File: src/rtl/core/hv_pkg.sv
// ----------------------------------------------------------------------------
// hv_pkg
// Control codes for the hull vertex ordering unit.
// ----------------------------------------------------------------------------
package hv_pkg;

    typedef logic [2:0] hv_state_t;
    typedef logic [1:0] hv_phase_t;

    // Sequencer states
    localparam hv_state_t ST_IDLE = 3'd0;
    localparam hv_state_t ST_EXT  = 3'd1;
    localparam hv_state_t ST_CLS  = 3'd2;
    localparam hv_state_t ST_SEL  = 3'd3;
    localparam hv_state_t ST_EMIT = 3'd4;

    // Output phases
    localparam hv_phase_t PH_R   = 2'd0;
    localparam hv_phase_t PH_UP  = 2'd1;
    localparam hv_phase_t PH_L   = 2'd2;
    localparam hv_phase_t PH_LOW = 2'd3;

endpackage

File: src/rtl/core/hv_point_if.sv
// ----------------------------------------------------------------------------
// hv_point_if / hv_vertex_if
// Valid/ready channels for input points and ordered output vertices.
// ----------------------------------------------------------------------------
interface hv_point_if #(parameter int COORD_BITS = 16);
    logic                         valid;
    logic                         ready;
    logic signed [COORD_BITS-1:0] point_x;
    logic signed [COORD_BITS-1:0] point_y;
    logic                         set_end;

    modport source (output valid, output point_x, output point_y, output set_end,
                    input ready);
    modport sink   (input valid, input point_x, input point_y, input set_end,
                    output ready);
endinterface

interface hv_vertex_if #(parameter int COORD_BITS = 16);
    logic                         valid;
    logic                         ready;
    logic signed [COORD_BITS-1:0] out_x;
    logic signed [COORD_BITS-1:0] out_y;
    logic                         out_end;
    logic                         overflowed;

    modport source (output valid, output out_x, output out_y, output out_end,
                    output overflowed, input ready);
    modport sink   (input valid, input out_x, input out_y, input out_end,
                    input overflowed, output ready);
endinterface

File: src/rtl/core/hv_ram.sv
// ----------------------------------------------------------------------------
// hv_ram
// Simple dual-port RAM, one write port and one registered read port.
// ----------------------------------------------------------------------------
module hv_ram #(
    parameter int WIDTH = 33,
    parameter int DEPTH = 64
) (
    input  logic                     clk,
    input  logic                     wr_en,
    input  logic [$clog2(DEPTH)-1:0] wr_addr,
    input  logic [WIDTH-1:0]         wr_data,
    input  logic                     rd_en,
    input  logic [$clog2(DEPTH)-1:0] rd_addr,
    output logic [WIDTH-1:0]         rd_data
);

    logic [WIDTH-1:0] mem [DEPTH];

    // Write and registered read
    always_ff @(posedge clk)
    begin
        if (wr_en)
        begin
            mem[wr_addr] <= wr_data;
        end
        if (rd_en)
        begin
            rd_data <= mem[rd_addr];
        end
    end

endmodule

File: src/rtl/core/hull_vertex_ccw_ordering_unit.sv
// ----------------------------------------------------------------------------
// hull_vertex_ccw_ordering_unit
// Collects convex hull vertices and emits them in counterclockwise order.
// ----------------------------------------------------------------------------
// Usage:
//   in_ch carries one point per item; set_end marks the last point of a set.
//   Points are taken one per cycle while the unit is idle and written to the
//   point RAM. Points beyond MAX_POINTS are dropped and the set is flagged.
//   After set_end the unit stops taking items and works through the RAM:
//   one pass finds the right and left points, a further pass classifies
//   every point by a cross product and writes the half bit back, and each
//   further vertex costs one selection pass over the RAM read port.
//   out_ch holds each vertex until taken; a stall on out_ch simply pauses
//   the sequencer. out_end marks the last vertex; overflowed is set on all
//   vertices of a set that dropped points.
//   Reset (rst_n low) empties the store and returns the unit to idle; the
//   RAM needs no clearing since only written entries are read.
// ----------------------------------------------------------------------------
module hull_vertex_ccw_ordering_unit
    import hv_pkg::*;
#(
    parameter int MAX_POINTS = 64,
    parameter int COORD_BITS = 16
) (
    input  logic        clk,
    input  logic        rst_n,
    hv_point_if.sink    in_ch,
    hv_vertex_if.source out_ch
);

    localparam int CB = COORD_BITS;
    localparam int AW = (MAX_POINTS > 1) ? $clog2(MAX_POINTS) : 1;
    localparam int CW = $clog2(MAX_POINTS + 1);
    localparam int DW = 2 * CB + 1;
    localparam int PW = 2 * CB + 2;
    localparam logic [CW-1:0] MAX_CNT = CW'(MAX_POINTS);

    typedef logic signed [CB-1:0] coord_t;
    typedef logic signed [CB:0]   diff_t;
    typedef logic signed [PW-1:0] prod_t;

    // Ordering: true when point a goes before point b in the given half
    function automatic logic before_f(coord_t ax, coord_t ay, logic [AW-1:0] ai,
                                      coord_t bx, coord_t by, logic [AW-1:0] bi,
                                      logic up);
        logic res;
        if (ax != bx)
        begin
            res = up ? (ax > bx) : (ax < bx);
        end
        else if (ay != by)
        begin
            res = up ? (ay < by) : (ay > by);
        end
        else
        begin
            res = ai < bi;
        end
        return res;
    endfunction

    hv_state_t     state_reg, state_next;
    hv_phase_t     phase_reg, phase_next;
    logic [CW-1:0] count_reg, count_next;
    logic [CW-1:0] emitted_reg, emitted_next;
    logic          drop_reg, drop_next;
    logic [CW-1:0] issue_reg, issue_next;
    logic          issuing_reg, issuing_next;

    logic          s1_vld_reg, s1_last_reg;
    logic [AW-1:0] s1_idx_reg;
    logic          s2_vld_reg, s2_vld_next, s2_last_reg;
    logic [AW-1:0] s2_idx_reg;
    coord_t        s2_x_reg, s2_y_reg;
    diff_t         s2_px_reg, s2_py_reg;
    logic          s3_vld_reg, s3_vld_next, s3_last_reg;
    logic [AW-1:0] s3_idx_reg;
    coord_t        s3_x_reg, s3_y_reg;
    prod_t         s3_p1_reg, s3_p2_reg;

    coord_t        rx_reg, rx_next, ry_reg, ry_next;
    coord_t        lx_reg, lx_next, ly_reg, ly_next;
    logic [AW-1:0] ri_reg, ri_next, li_reg, li_next;
    coord_t        bx_reg, bx_next, by_reg, by_next;
    logic [AW-1:0] bi_reg, bi_next;
    logic          found_reg, found_next;
    coord_t        kx_reg, kx_next, ky_reg, ky_next;
    logic [AW-1:0] ki_reg, ki_next;
    logic          have_last_reg, have_last_next;

    logic          out_valid_reg, out_valid_next;
    coord_t        ox_reg, ox_next, oy_reg, oy_next;
    logic          oend_reg, oend_next;

    logic          wr_en;
    logic [AW-1:0] wr_addr;
    logic [DW-1:0] wr_data;
    logic          rd_en;
    logic [DW-1:0] rd_data;

    coord_t        qx, qy;
    logic          qc;
    diff_t         ex, ey;
    logic          in_acc, out_acc, up;

    hv_ram #(.WIDTH(DW), .DEPTH(MAX_POINTS)) u_ram (
        .clk     (clk),
        .wr_en   (wr_en),
        .wr_addr (wr_addr),
        .wr_data (wr_data),
        .rd_en   (rd_en),
        .rd_addr (issue_reg[AW-1:0]),
        .rd_data (rd_data)
    );

    assign qx      = rd_data[CB-1:0];
    assign qy      = rd_data[2*CB-1:CB];
    assign qc      = rd_data[2*CB];
    assign ex      = diff_t'(lx_reg) - diff_t'(rx_reg);
    assign ey      = diff_t'(ly_reg) - diff_t'(ry_reg);
    assign in_acc  = in_ch.valid && in_ch.ready;
    assign out_acc = out_valid_reg && out_ch.ready;
    assign up      = (phase_reg == PH_UP);
    assign rd_en   = issuing_reg;

    assign in_ch.ready       = (state_reg == ST_IDLE);
    assign out_ch.valid      = out_valid_reg;
    assign out_ch.out_x      = ox_reg;
    assign out_ch.out_y      = oy_reg;
    assign out_ch.out_end    = oend_reg;
    assign out_ch.overflowed = drop_reg;

    // Write port: loading in idle, half bit write-back in the classify pass
    always_comb
    begin
        wr_en   = 1'b0;
        wr_addr = count_reg[AW-1:0];
        wr_data = {1'b0, in_ch.point_y, in_ch.point_x};
        if (state_reg == ST_IDLE)
        begin
            wr_en = in_acc && (count_reg < MAX_CNT);
        end
        else if (s3_vld_reg)
        begin
            wr_en   = 1'b1;
            wr_addr = s3_idx_reg;
            wr_data = {(s3_p1_reg < s3_p2_reg), s3_y_reg, s3_x_reg};
        end
    end

    // Sequencer
    always_comb
    begin
        logic cand;
        logic right_w, left_w;
        state_next     = state_reg;
        phase_next     = phase_reg;
        count_next     = count_reg;
        emitted_next   = emitted_reg;
        drop_next      = drop_reg;
        issue_next     = issue_reg;
        issuing_next   = issuing_reg;
        rx_next        = rx_reg;
        ry_next        = ry_reg;
        ri_next        = ri_reg;
        lx_next        = lx_reg;
        ly_next        = ly_reg;
        li_next        = li_reg;
        bx_next        = bx_reg;
        by_next        = by_reg;
        bi_next        = bi_reg;
        found_next     = found_reg;
        kx_next        = kx_reg;
        ky_next        = ky_reg;
        ki_next        = ki_reg;
        have_last_next = have_last_reg;
        out_valid_next = out_valid_reg;
        ox_next        = ox_reg;
        oy_next        = oy_reg;
        oend_next      = oend_reg;
        s2_vld_next    = s1_vld_reg && (state_reg == ST_CLS);
        s3_vld_next    = s2_vld_reg;
        cand           = 1'b0;
        right_w        = 1'b0;
        left_w         = 1'b0;

        // Advance the read address of a running pass
        if (issuing_reg)
        begin
            issue_next = issue_reg + 1'b1;
            if (issue_reg == count_reg - 1'b1)
            begin
                issuing_next = 1'b0;
            end
        end

        unique case (state_reg)
            ST_IDLE:
            begin
                if (in_acc)
                begin
                    if (count_reg < MAX_CNT)
                    begin
                        count_next = count_reg + 1'b1;
                    end
                    else
                    begin
                        drop_next = 1'b1;
                    end
                    if (in_ch.set_end)
                    begin
                        state_next   = ST_EXT;
                        issuing_next = 1'b1;
                        issue_next   = '0;
                        emitted_next = '0;
                    end
                end
            end
            ST_EXT:
            begin
                // Track rightmost (lowest on tie) and leftmost (highest on tie)
                if (s1_vld_reg)
                begin
                    right_w = (s1_idx_reg == '0) || (qx > rx_reg) ||
                              ((qx == rx_reg) && (qy < ry_reg));
                    left_w  = (s1_idx_reg == '0) || (qx < lx_reg) ||
                              ((qx == lx_reg) && (qy > ly_reg));
                    if (right_w)
                    begin
                        rx_next = qx;
                        ry_next = qy;
                        ri_next = s1_idx_reg;
                    end
                    if (left_w)
                    begin
                        lx_next = qx;
                        ly_next = qy;
                        li_next = s1_idx_reg;
                    end
                    if (s1_last_reg)
                    begin
                        // All points equal: take L from another entry
                        if ((count_reg > 1) && (li_next == ri_next))
                        begin
                            li_next = (CW'(ri_next) == count_reg - 1'b1) ?
                                      '0 : AW'(count_reg - 1'b1);
                        end
                        state_next   = ST_CLS;
                        issuing_next = 1'b1;
                        issue_next   = '0;
                    end
                end
            end
            ST_CLS:
            begin
                // Last half bit written: show R
                if (s3_vld_reg && s3_last_reg)
                begin
                    state_next     = ST_EMIT;
                    phase_next     = PH_R;
                    out_valid_next = 1'b1;
                    ox_next        = rx_reg;
                    oy_next        = ry_reg;
                    oend_next      = (emitted_reg + 1'b1 == count_reg);
                end
            end
            ST_SEL:
            begin
                // Pick the earliest point after the last one emitted
                if (s1_vld_reg)
                begin
                    cand = (s1_idx_reg != ri_reg) && (s1_idx_reg != li_reg) &&
                           (qc == up) &&
                           (!have_last_reg ||
                            before_f(kx_reg, ky_reg, ki_reg, qx, qy, s1_idx_reg, up)) &&
                           (!found_reg ||
                            before_f(qx, qy, s1_idx_reg, bx_reg, by_reg, bi_reg, up));
                    if (cand)
                    begin
                        found_next = 1'b1;
                        bx_next    = qx;
                        by_next    = qy;
                        bi_next    = s1_idx_reg;
                    end
                    if (s1_last_reg)
                    begin
                        state_next     = ST_EMIT;
                        out_valid_next = 1'b1;
                        oend_next      = (emitted_reg + 1'b1 == count_reg);
                        if (found_next)
                        begin
                            ox_next = bx_next;
                            oy_next = by_next;
                            kx_next = bx_next;
                            ky_next = by_next;
                            ki_next = bi_next;
                        end
                        else
                        begin
                            phase_next = PH_L;
                            ox_next    = lx_reg;
                            oy_next    = ly_reg;
                        end
                    end
                end
            end
            ST_EMIT:
            begin
                if (out_acc)
                begin
                    out_valid_next = 1'b0;
                    emitted_next   = emitted_reg + 1'b1;
                    if (emitted_reg + 1'b1 == count_reg)
                    begin
                        state_next = ST_IDLE;
                        count_next = '0;
                        drop_next  = 1'b0;
                    end
                    else
                    begin
                        state_next   = ST_SEL;
                        issuing_next = 1'b1;
                        issue_next   = '0;
                        found_next   = 1'b0;
                        unique case (phase_reg)
                            PH_R:
                            begin
                                phase_next     = PH_UP;
                                have_last_next = 1'b0;
                            end
                            PH_L:
                            begin
                                phase_next     = PH_LOW;
                                have_last_next = 1'b0;
                            end
                            PH_UP, PH_LOW:
                            begin
                                have_last_next = 1'b1;
                            end
                            default:
                            begin
                                have_last_next = 1'b1;
                            end
                        endcase
                    end
                end
            end
            default:
            begin
                state_next = ST_IDLE;
            end
        endcase
    end

    // Control registers
    always_ff @(posedge clk or negedge rst_n)
    begin
        if (!rst_n)
        begin
            state_reg     <= ST_IDLE;
            phase_reg     <= PH_R;
            count_reg     <= '0;
            emitted_reg   <= '0;
            drop_reg      <= 1'b0;
            issue_reg     <= '0;
            issuing_reg   <= 1'b0;
            s1_vld_reg    <= 1'b0;
            s2_vld_reg    <= 1'b0;
            s3_vld_reg    <= 1'b0;
            found_reg     <= 1'b0;
            have_last_reg <= 1'b0;
            out_valid_reg <= 1'b0;
        end
        else
        begin
            state_reg     <= state_next;
            phase_reg     <= phase_next;
            count_reg     <= count_next;
            emitted_reg   <= emitted_next;
            drop_reg      <= drop_next;
            issue_reg     <= issue_next;
            issuing_reg   <= issuing_next;
            s1_vld_reg    <= issuing_reg;
            s2_vld_reg    <= s2_vld_next;
            s3_vld_reg    <= s3_vld_next;
            found_reg     <= found_next;
            have_last_reg <= have_last_next;
            out_valid_reg <= out_valid_next;
        end
    end

    // Payload and pipeline data registers
    always_ff @(posedge clk)
    begin
        s1_idx_reg  <= issue_reg[AW-1:0];
        s1_last_reg <= (issue_reg == count_reg - 1'b1);
        s2_idx_reg  <= s1_idx_reg;
        s2_last_reg <= s1_last_reg;
        s2_x_reg    <= qx;
        s2_y_reg    <= qy;
        s2_px_reg   <= diff_t'(qx) - diff_t'(rx_reg);
        s2_py_reg   <= diff_t'(qy) - diff_t'(ry_reg);
        s3_idx_reg  <= s2_idx_reg;
        s3_last_reg <= s2_last_reg;
        s3_x_reg    <= s2_x_reg;
        s3_y_reg    <= s2_y_reg;
        s3_p1_reg   <= prod_t'(ex) * prod_t'(s2_py_reg);
        s3_p2_reg   <= prod_t'(ey) * prod_t'(s2_px_reg);
        rx_reg      <= rx_next;
        ry_reg      <= ry_next;
        ri_reg      <= ri_next;
        lx_reg      <= lx_next;
        ly_reg      <= ly_next;
        li_reg      <= li_next;
        bx_reg      <= bx_next;
        by_reg      <= by_next;
        bi_reg      <= bi_next;
        kx_reg      <= kx_next;
        ky_reg      <= ky_next;
        ki_reg      <= ki_next;
        ox_reg      <= ox_next;
        oy_reg      <= oy_next;
        oend_reg    <= oend_next;
    end

endmodule

File: src/flat_wrapper.sv
// flat-port wrapper written by rule: the top's interface ports become plain ports
module hull_vertex_ccw_ordering_unit_flat import hv_pkg::*;
#(
    parameter int MAX_POINTS = 64,
    parameter int COORD_BITS = 16
)
  (clk, rst_n, in_ch_valid, in_ch_point_x, in_ch_point_y, in_ch_set_end, in_ch_ready, out_ch_valid, out_ch_out_x, out_ch_out_y, out_ch_out_end, out_ch_overflowed, out_ch_ready);
  hv_point_if #(.COORD_BITS(COORD_BITS)) in_ch_i ();
  hv_vertex_if #(.COORD_BITS(COORD_BITS)) out_ch_i ();
  input  logic clk;
  input  logic rst_n;
  input wire logic [$bits(in_ch_i.valid)-1:0] in_ch_valid;
  input wire logic [$bits(in_ch_i.point_x)-1:0] in_ch_point_x;
  input wire logic [$bits(in_ch_i.point_y)-1:0] in_ch_point_y;
  input wire logic [$bits(in_ch_i.set_end)-1:0] in_ch_set_end;
  output wire logic [$bits(in_ch_i.ready)-1:0] in_ch_ready;
  output wire logic [$bits(out_ch_i.valid)-1:0] out_ch_valid;
  output wire logic [$bits(out_ch_i.out_x)-1:0] out_ch_out_x;
  output wire logic [$bits(out_ch_i.out_y)-1:0] out_ch_out_y;
  output wire logic [$bits(out_ch_i.out_end)-1:0] out_ch_out_end;
  output wire logic [$bits(out_ch_i.overflowed)-1:0] out_ch_overflowed;
  input wire logic [$bits(out_ch_i.ready)-1:0] out_ch_ready;
  assign in_ch_i.valid = in_ch_valid;
  assign in_ch_i.point_x = in_ch_point_x;
  assign in_ch_i.point_y = in_ch_point_y;
  assign in_ch_i.set_end = in_ch_set_end;
  assign in_ch_ready = in_ch_i.ready;
  assign out_ch_valid = out_ch_i.valid;
  assign out_ch_out_x = out_ch_i.out_x;
  assign out_ch_out_y = out_ch_i.out_y;
  assign out_ch_out_end = out_ch_i.out_end;
  assign out_ch_overflowed = out_ch_i.overflowed;
  assign out_ch_i.ready = out_ch_ready;
  hull_vertex_ccw_ordering_unit #(.MAX_POINTS(MAX_POINTS), .COORD_BITS(COORD_BITS)) u_core (.clk(clk), .rst_n(rst_n), .in_ch(in_ch_i), .out_ch(out_ch_i));
endmodule
File: config.mk
export PLATFORM = sky130hd
export DESIGN_NAME = hull_vertex_ccw_ordering_unit_flat
export DESIGN_NICKNAME = d
export VERILOG_FILES = /design/src/rtl/core/hv_pkg.sv /design/src/rtl/core/hv_point_if.sv /design/src/rtl/core/hv_ram.sv /design/src/rtl/core/hull_vertex_ccw_ordering_unit.sv /design/src/flat_wrapper.sv
export SDC_FILE = /design/constraint.sdc
export NUM_CORES = 2
export LEC_CHECK = 0
export ABC_AREA = 1
export BUFFER_PORTS_ARGS = -buffer_cell sky130_fd_sc_hd__buf_2
export CAP_MARGIN = 20
export CORE_MARGIN = 4
export CORE_UTILIZATION = 30
export CTS_CLUSTER_DIAMETER = 120
export DETAILED_ROUTE_END_ITERATION = 10
export GPL_ROUTABILITY_DRIVEN = 0
export MAX_ROUTING_LAYER = met4
export SLEW_MARGIN = 25
export SYNTH_ARGS = -nofsm -noshare
export SYNTH_HDL_FRONTEND = slang
export SYNTH_HIERARCHICAL = 1
export SYNTH_SLANG_ARGS = --single-unit
export TNS_END_PERCENT = 10
File: constraint.sdc
create_clock -name clk -period 6.8 [get_ports clk]
set_input_delay 2.04 -clock clk [delete_from_list [all_inputs] [get_ports clk]]
set_output_delay 2.04 -clock clk [all_outputs]
set_load 0.01 [all_outputs]
Yosys cells after proc, flatten, opt, wreduce, memory -nomap -nowiden
Memory sizes are Yosys's and may differ from the RTL's. A register that Yosys moved wholly into a read port is not among the register bits.
Index checks and enable logic that the tools add are counted.
{"block": "classes", "n_addsub": 8, "n_mul": 2, "n_div": 0, "order_cmp": 17, "eq_ne": 34, "n_shift": 0, "n_mux": 108, "bitwise": 1, "reduce_logical": 43}
{"cell": "16-bit 2-to-1 mux", "count": 10}
{"cell": "7-bit 2-to-1 mux", "count": 14}
{"cell": "16-bit greater-than comparator", "count": 6}
{"cell": "16-bit less-than comparator", "count": 6}
{"cell": "6-bit 2-to-1 mux", "count": 12}
{"cell": "17-bit by 17-bit multiplier with 34-bit output", "count": 2}
{"cell": "16-bit by 16-bit subtractor with 17-bit output", "count": 4}
{"cell": "33-bit 2-to-1 mux", "count": 2}
{"cell": "16-bit inequality test", "count": 4}
{"cell": "16-bit one-hot mux with 2 select lines", "count": 2}
{"cell": "1-bit 2-to-1 mux", "count": 41}
{"cell": "34-bit less-than comparator", "count": 1}
{"cell": "16-bit == test", "count": 2}
{"cell": "7-bit one-hot mux with 2 select lines", "count": 2}
{"cell": "3-bit 2-to-1 mux", "count": 8}
{"cell": "7-bit by 1-bit adder with 7-bit output, second input constant", "count": 3}
{"cell": "7-bit one-hot mux with 3 select lines", "count": 1}
{"cell": "4-bit AND reduction", "count": 4}
{"cell": "8-bit AND reduction", "count": 2}
{"cell": "3-bit one-hot mux with 5 select lines", "count": 1}
{"cell": "5-bit AND reduction", "count": 3}
{"cell": "7-bit == test", "count": 2}
{"cell": "2-bit 2-to-1 mux", "count": 7}
{"cell": "2-bit inequality test, second input constant", "count": 7}
{"cell": "other kinds (31)", "count": 67}
{"block": "word_totals", "ff_bits": 406, "latchBits": 0, "ramBits": 2112, "rom_bits": 0, "input_bits": 37, "output_inout_bits": 36, "mem_count": 1}
{"name": "u_core.u_ram.mem", "depth": 64, "word_bits": 33, "rd": 1, "rd_ports_with_merged_regs": 1, "wr": 1, "line_no": "hv_ram.sv:18", "rtl": "logic [WIDTH-1:0] mem [DEPTH];"}

Longest topological paths before layout
{"block": "depth", "depth_word": 16, "mapped_depth": 39}

Modules after synthesis
Netlist, hierarchy kept.
{"mod": "hv_ram", "instances": 1, "cells_per_inst": 6996, "area_per_inst_um2": 86043.8, "seq_area_each_um2": 64411.8}
{"mod": "hull_vertex_ccw_ordering_unit", "instances": 1, "cells_per_inst": 4974, "area_per_inst_um2": 42467.0, "seq_area_each_um2": 10149.7}

Least setup slack after synthesis
No wires, ideal clock.
{"block": "synth_path", "path_kind": "reg-to-reg", "startpoint": "register u_core.ry_reg[0]", "endpoint": "register u_core.s3_p2_reg[27]", "setup_ps": 72, "arrival_ps": 7197, "t_required_ps": 6728, "slack_ps": -469, "stages_incl_launch_ff": 30, "path_buffers": 0, "synth_period_minus_slack_ps": 7269, "path_cell_list": "edfxtp_1 -> ha_1 -> fa_1 -> o21ai_0 -> nand4_1 -> o211ai_1 -> a31oi_1 -> xor2_1 -> clkinv_1 -> nor2_1 -> fa_1 -> inv_1 -> fa_1 -> fa_1 -> fa_1 -> inv_1 -> fa_1 -> inv_1 -> fa_1 -> inv_1 -> ha_1 -> nand2_1 -> nor2_1 -> nand4_1 -> o21ai_0 -> a21oi_1 -> o21ai_0 -> nand2_1 -> nand2_1 -> xor2_1"}
{"block": "synth_between", "elab_chain_cells": 2}
{"element": "from (decl)", "line_no": "hull_vertex_ccw_ordering_unit.sv:81", "rtl": "coord_t rx_reg, rx_next, ry_reg, ry_next;"}
{"element": "from (signal assigned)", "line_no": "hull_vertex_ccw_ordering_unit.sv:410", "rtl": "ry_reg <= ry_next;"}
{"element": "16-bit by 16-bit subtractor with 17-bit output", "line_no": "hull_vertex_ccw_ordering_unit.sv:120", "rtl": "assign ey = diff_t'(ly_reg) - diff_t'(ry_reg);"}
{"element": "17-bit by 17-bit multiplier with 34-bit output", "line_no": "hull_vertex_ccw_ordering_unit.sv:408", "rtl": "s3_p2_reg <= prod_t'(ey) * prod_t'(s2_px_reg);"}
{"element": "to (signal assigned)", "line_no": "hull_vertex_ccw_ordering_unit.sv:408"}
{"element": "to (decl)", "line_no": "hull_vertex_ccw_ordering_unit.sv:79", "rtl": "prod_t s3_p1_reg, s3_p2_reg;"}
No other way between the ends.
A chain may end at the register's enable or synchronous reset.

Final worst setup path
{"block": "layout_path", "startpoint": "register u_core.ry_reg[0]", "endpoint": "register u_core.s3_p2_reg[33]"}
The elaborated chain is that of the path after synthesis.

==> results.py <==
metrics = {
    "sta": {
        "tightestPinTransition_ns": 1.10,
        "max_freq_mhz": 145,
        "fin_ws_ns": -0.0874,
        "slew-limit-headroom_pct": 26.2,
        "final.setup_skew_ns": 0.0610,
        "fin_crit_ns": 6.89,
        "setup_viol": 12,
        "rsz0062_at_grt": "yes",
        "whs_ns": 0.318,
        "hold_violations": 0,
        "finalCritPeriodShare_pct": 101,
        "drv_slew": 0,
    },
    "yosys": {
        "synth_area_leaders": "edfxtp_1 (54%), nand2_1 (9.7%), fa_1 (9.3%), nand3_1 (8.4%), ha_1 (3.7%)",
        "yosysTopAreaCell": "edfxtp_1",
        "yosysUniqueCellTypes": 65,
        "synth_top_area_share_pct": 54.4,
        "syn_nets": 13000,
        "async_flop_share_pct": 1.33,
        "yosysWarnings": 6,
        "avgSynthCellArea_sq_um": 10.7,
        "synth_cells": 12000,
        "yosysSeqAreaShare_pct": 58.0,
        "netlist_area_sq_um": 129000,
        "synth_most_common_cell": "nand2_1",
        "synth_ff_type": "edfxtp_1",
        "ys_ff_latch": 2551,
        "synth_commonest_cells": "nand2_1 (3324), edfxtp_1 (2330), nand3_1 (2156)",
        "synth_edf_count": 2330,
    },
    "route": {
        "wl_per_cell_um": 20.8,
        "detail-route-antenna-nets": 0,
        "drt-total-wl_mm": 383,
        "drc": 0,
        "num_vias": 90000,
        "drt_iter0_drc": 9405,
        "first_pass_iters": 6,
        "viasPerCell": 4.90,
    },
    "grt": {
        "grt_max_degree": 161,
        "grtUsageMet2_pct": 27.9,
        "grt_usage_pct": 17.3,
        "overflow": 0,
        "gr-usage-met3_pct": 2.50,
        "grt_first_pass_wirelength_mm": 564,
        "grt_pass1_vias": 86400,
        "use_met1_pct": 22.2,
        "antenna_found_initial": 24,
        "busiest_layer": "met2",
    },
    "cells_and_area": {
        "drive_gt1_share_pct": 12.6,
        "final_cell_area_sq_um": 150000,
        "largest_reg_flops": 2112,
        "final_nets": 13500,
        "area_delta_synth_final_pct": 16.4,
    },
    "clocking": {
        "clkTransAtPathRegs_ns": 0.06,
        "clk_latency_ns": 0.89,
        "cts_tree": "built",
        "htree_levels": 5,
        "cts_buffer_depth": 4,
        "cts_sinks": 2551,
        "cts-root-buf": "clkbuf_16",
        "cts-buffers-inserted": 282,
    },
    "worst_setup_path": {
        "rr_worst_depth": 27,
        "critical_path_class": "reg2reg",
        "crit_path_start_kind": "register",
        "end_kind": "register",
        "crit_arrival_ns": 7.66,
        "cp.required_ns": 7.57,
        "cpMaxStageDelayCell": "fa_1",
        "crit_top_cell": "fa_1",
        "slowest_delay_ns": 0.57,
        "critPathMaxFanout": 7,
    },
    "worst_hold_path": {
        "whs_path_depth": 0,
        "hold_path.class": "reg2reg",
    },
    "outcome": {
        "violations": "setup timing",
        "status": "complete, but fails checks",
    },
    "die": {
        "die_width_um": 663,
        "rows": 240,
        "start_util_pct": 30.1,
        "io_pins": 73,
        "coreArea_sq_um": 427000,
        "dieArea_sq_um": 439000,
        "die_h_um": 663,
    },
    "place": {
        "place_area_sq_um": 139000,
        "dp_hpwl_mm": 239,
        "portBuffers": 72,
    },
    "flow_run": {
        "maxCapViolCount": 0,
    },
}
==> logic make-up (layout without fill, tap and decap cells) <==
group | Yosys count | after routing | share of synthesized area, %
compound gates | 391 | 391 | 1.74
xor+xnor | 138 | 138 | 0.941
fa+ha+maj | 976 | 976 | 13.0
buf+inv | 1742 | 2451 | 5.87
flops | 2551 | 2551 | 58.0
other cells | 0 | 8 | 0
simple gates | 6172 | 6172 | 20.4
==> path summary, 6_finish.rpt <==
path	from	end	slack, ns
worst max-delay path	u_core/ry_reg[0]$_DFFE_PP_	u_core/s3_p2_reg[33]$_DFF_P_	-0.09
worst min-delay path	u_core/s2_last_reg$_DFF_P_	u_core/s3_last_reg$_DFF_P_	0.32
worst max register to register	u_core/ry_reg[0]$_DFFE_PP_	u_core/s3_p2_reg[33]$_DFF_P_	-0.09
worst min register to register	u_core/s2_last_reg$_DFF_P_	u_core/s3_last_reg$_DFF_P_	0.32
max in group asynchronous	rst_n	u_core/issue_reg[4]$_DFF_PN0_	4.92
min in group asynchronous	rst_n	u_core/issue_reg[6]$_DFF_PN0_	1.28
==> cells in the final DEF (no fill, tap or decap), types with 150 or more instances in the layout <==
cell / synthesis / final
nor2_1: 551 / 447
ha_1: 380 / 334
nand2_1: 3324 / 3257
buf_4: 95 / 636
fa_1: 596 / 565
inv_1: 1156 / 1120
a21oi_1: 195 / 150
clkbuf_16: 0 / 295
nand3_1: 2156 / 2152
dfxtp_1: 187 / 187
edfxtp_1: 2330 / 2330
==> metrics by stage <==
| step | TNS, ns | cells | util (%) | worst slack [ns] |
|---|---|---|---|---|
| 6_report | -0.715 | 18400 | 35.0 | -0.0874 |
| 5_1_grt | -10.30 | 18400 | 35.0 | -0.410 |
| 4_1_cts | -1.10 | 18400 | 34.9 | -0.124 |
| 3_5_place_dp | -10.07 | 17800 | 32.5 | -0.488 |
| 3_3_place_gp | -7.41 | 17800 | 32.5 | -0.407 |
| 2_1_floorplan | -0.178 | 12000 | - | -0.0681 |
==> routing by layer <==
| layer | routed length [um] | share of wire [%] |
|---|---|---|
| met5 | 0 | 0 |
| met3 | 29200 | 7.6 |
| met1 | 156000 | 41 |
| met2 | 182000 | 47 |
| met4 | 16300 | 4.3 |
==> layout make-up <==
type / count / area, sq um
clock buffer: 361 / 7740
antenna: 8 / 20.0
timing repair buffer: 766 / 6080
clock inverter: 137 / 1050
sequential: 2551 / 74600
inverter: 1187 / 4510
multi-input combinational: 7677 / 48500
tap: 5687 / 7120
fill: 42100 / 277000
==> worst max-delay path: cells and delay by family, from the launching register on <==
kind / cells / cell delay (ns)
compound gates: 8 / 1.36
flops: 1 / 0.42
fa+ha+maj: 9 / 3.79
xor+xnor: 2 / 0.36
simple gates: 2 / 0.18
buf+inv: 6 / 0.65
==> what timing repair did <==
action | CTS | global route
buffers inserted | 30 | 11
hold buffers | 0 | 0
setup endpoints to repair | 37 | 41
pin swaps | 133 | 74
resized for setup | 244 | 104
Power is left out: the tool's default activity adds up to more than one toggle a clock period on the data nets, which glitch-free logic cannot reach.
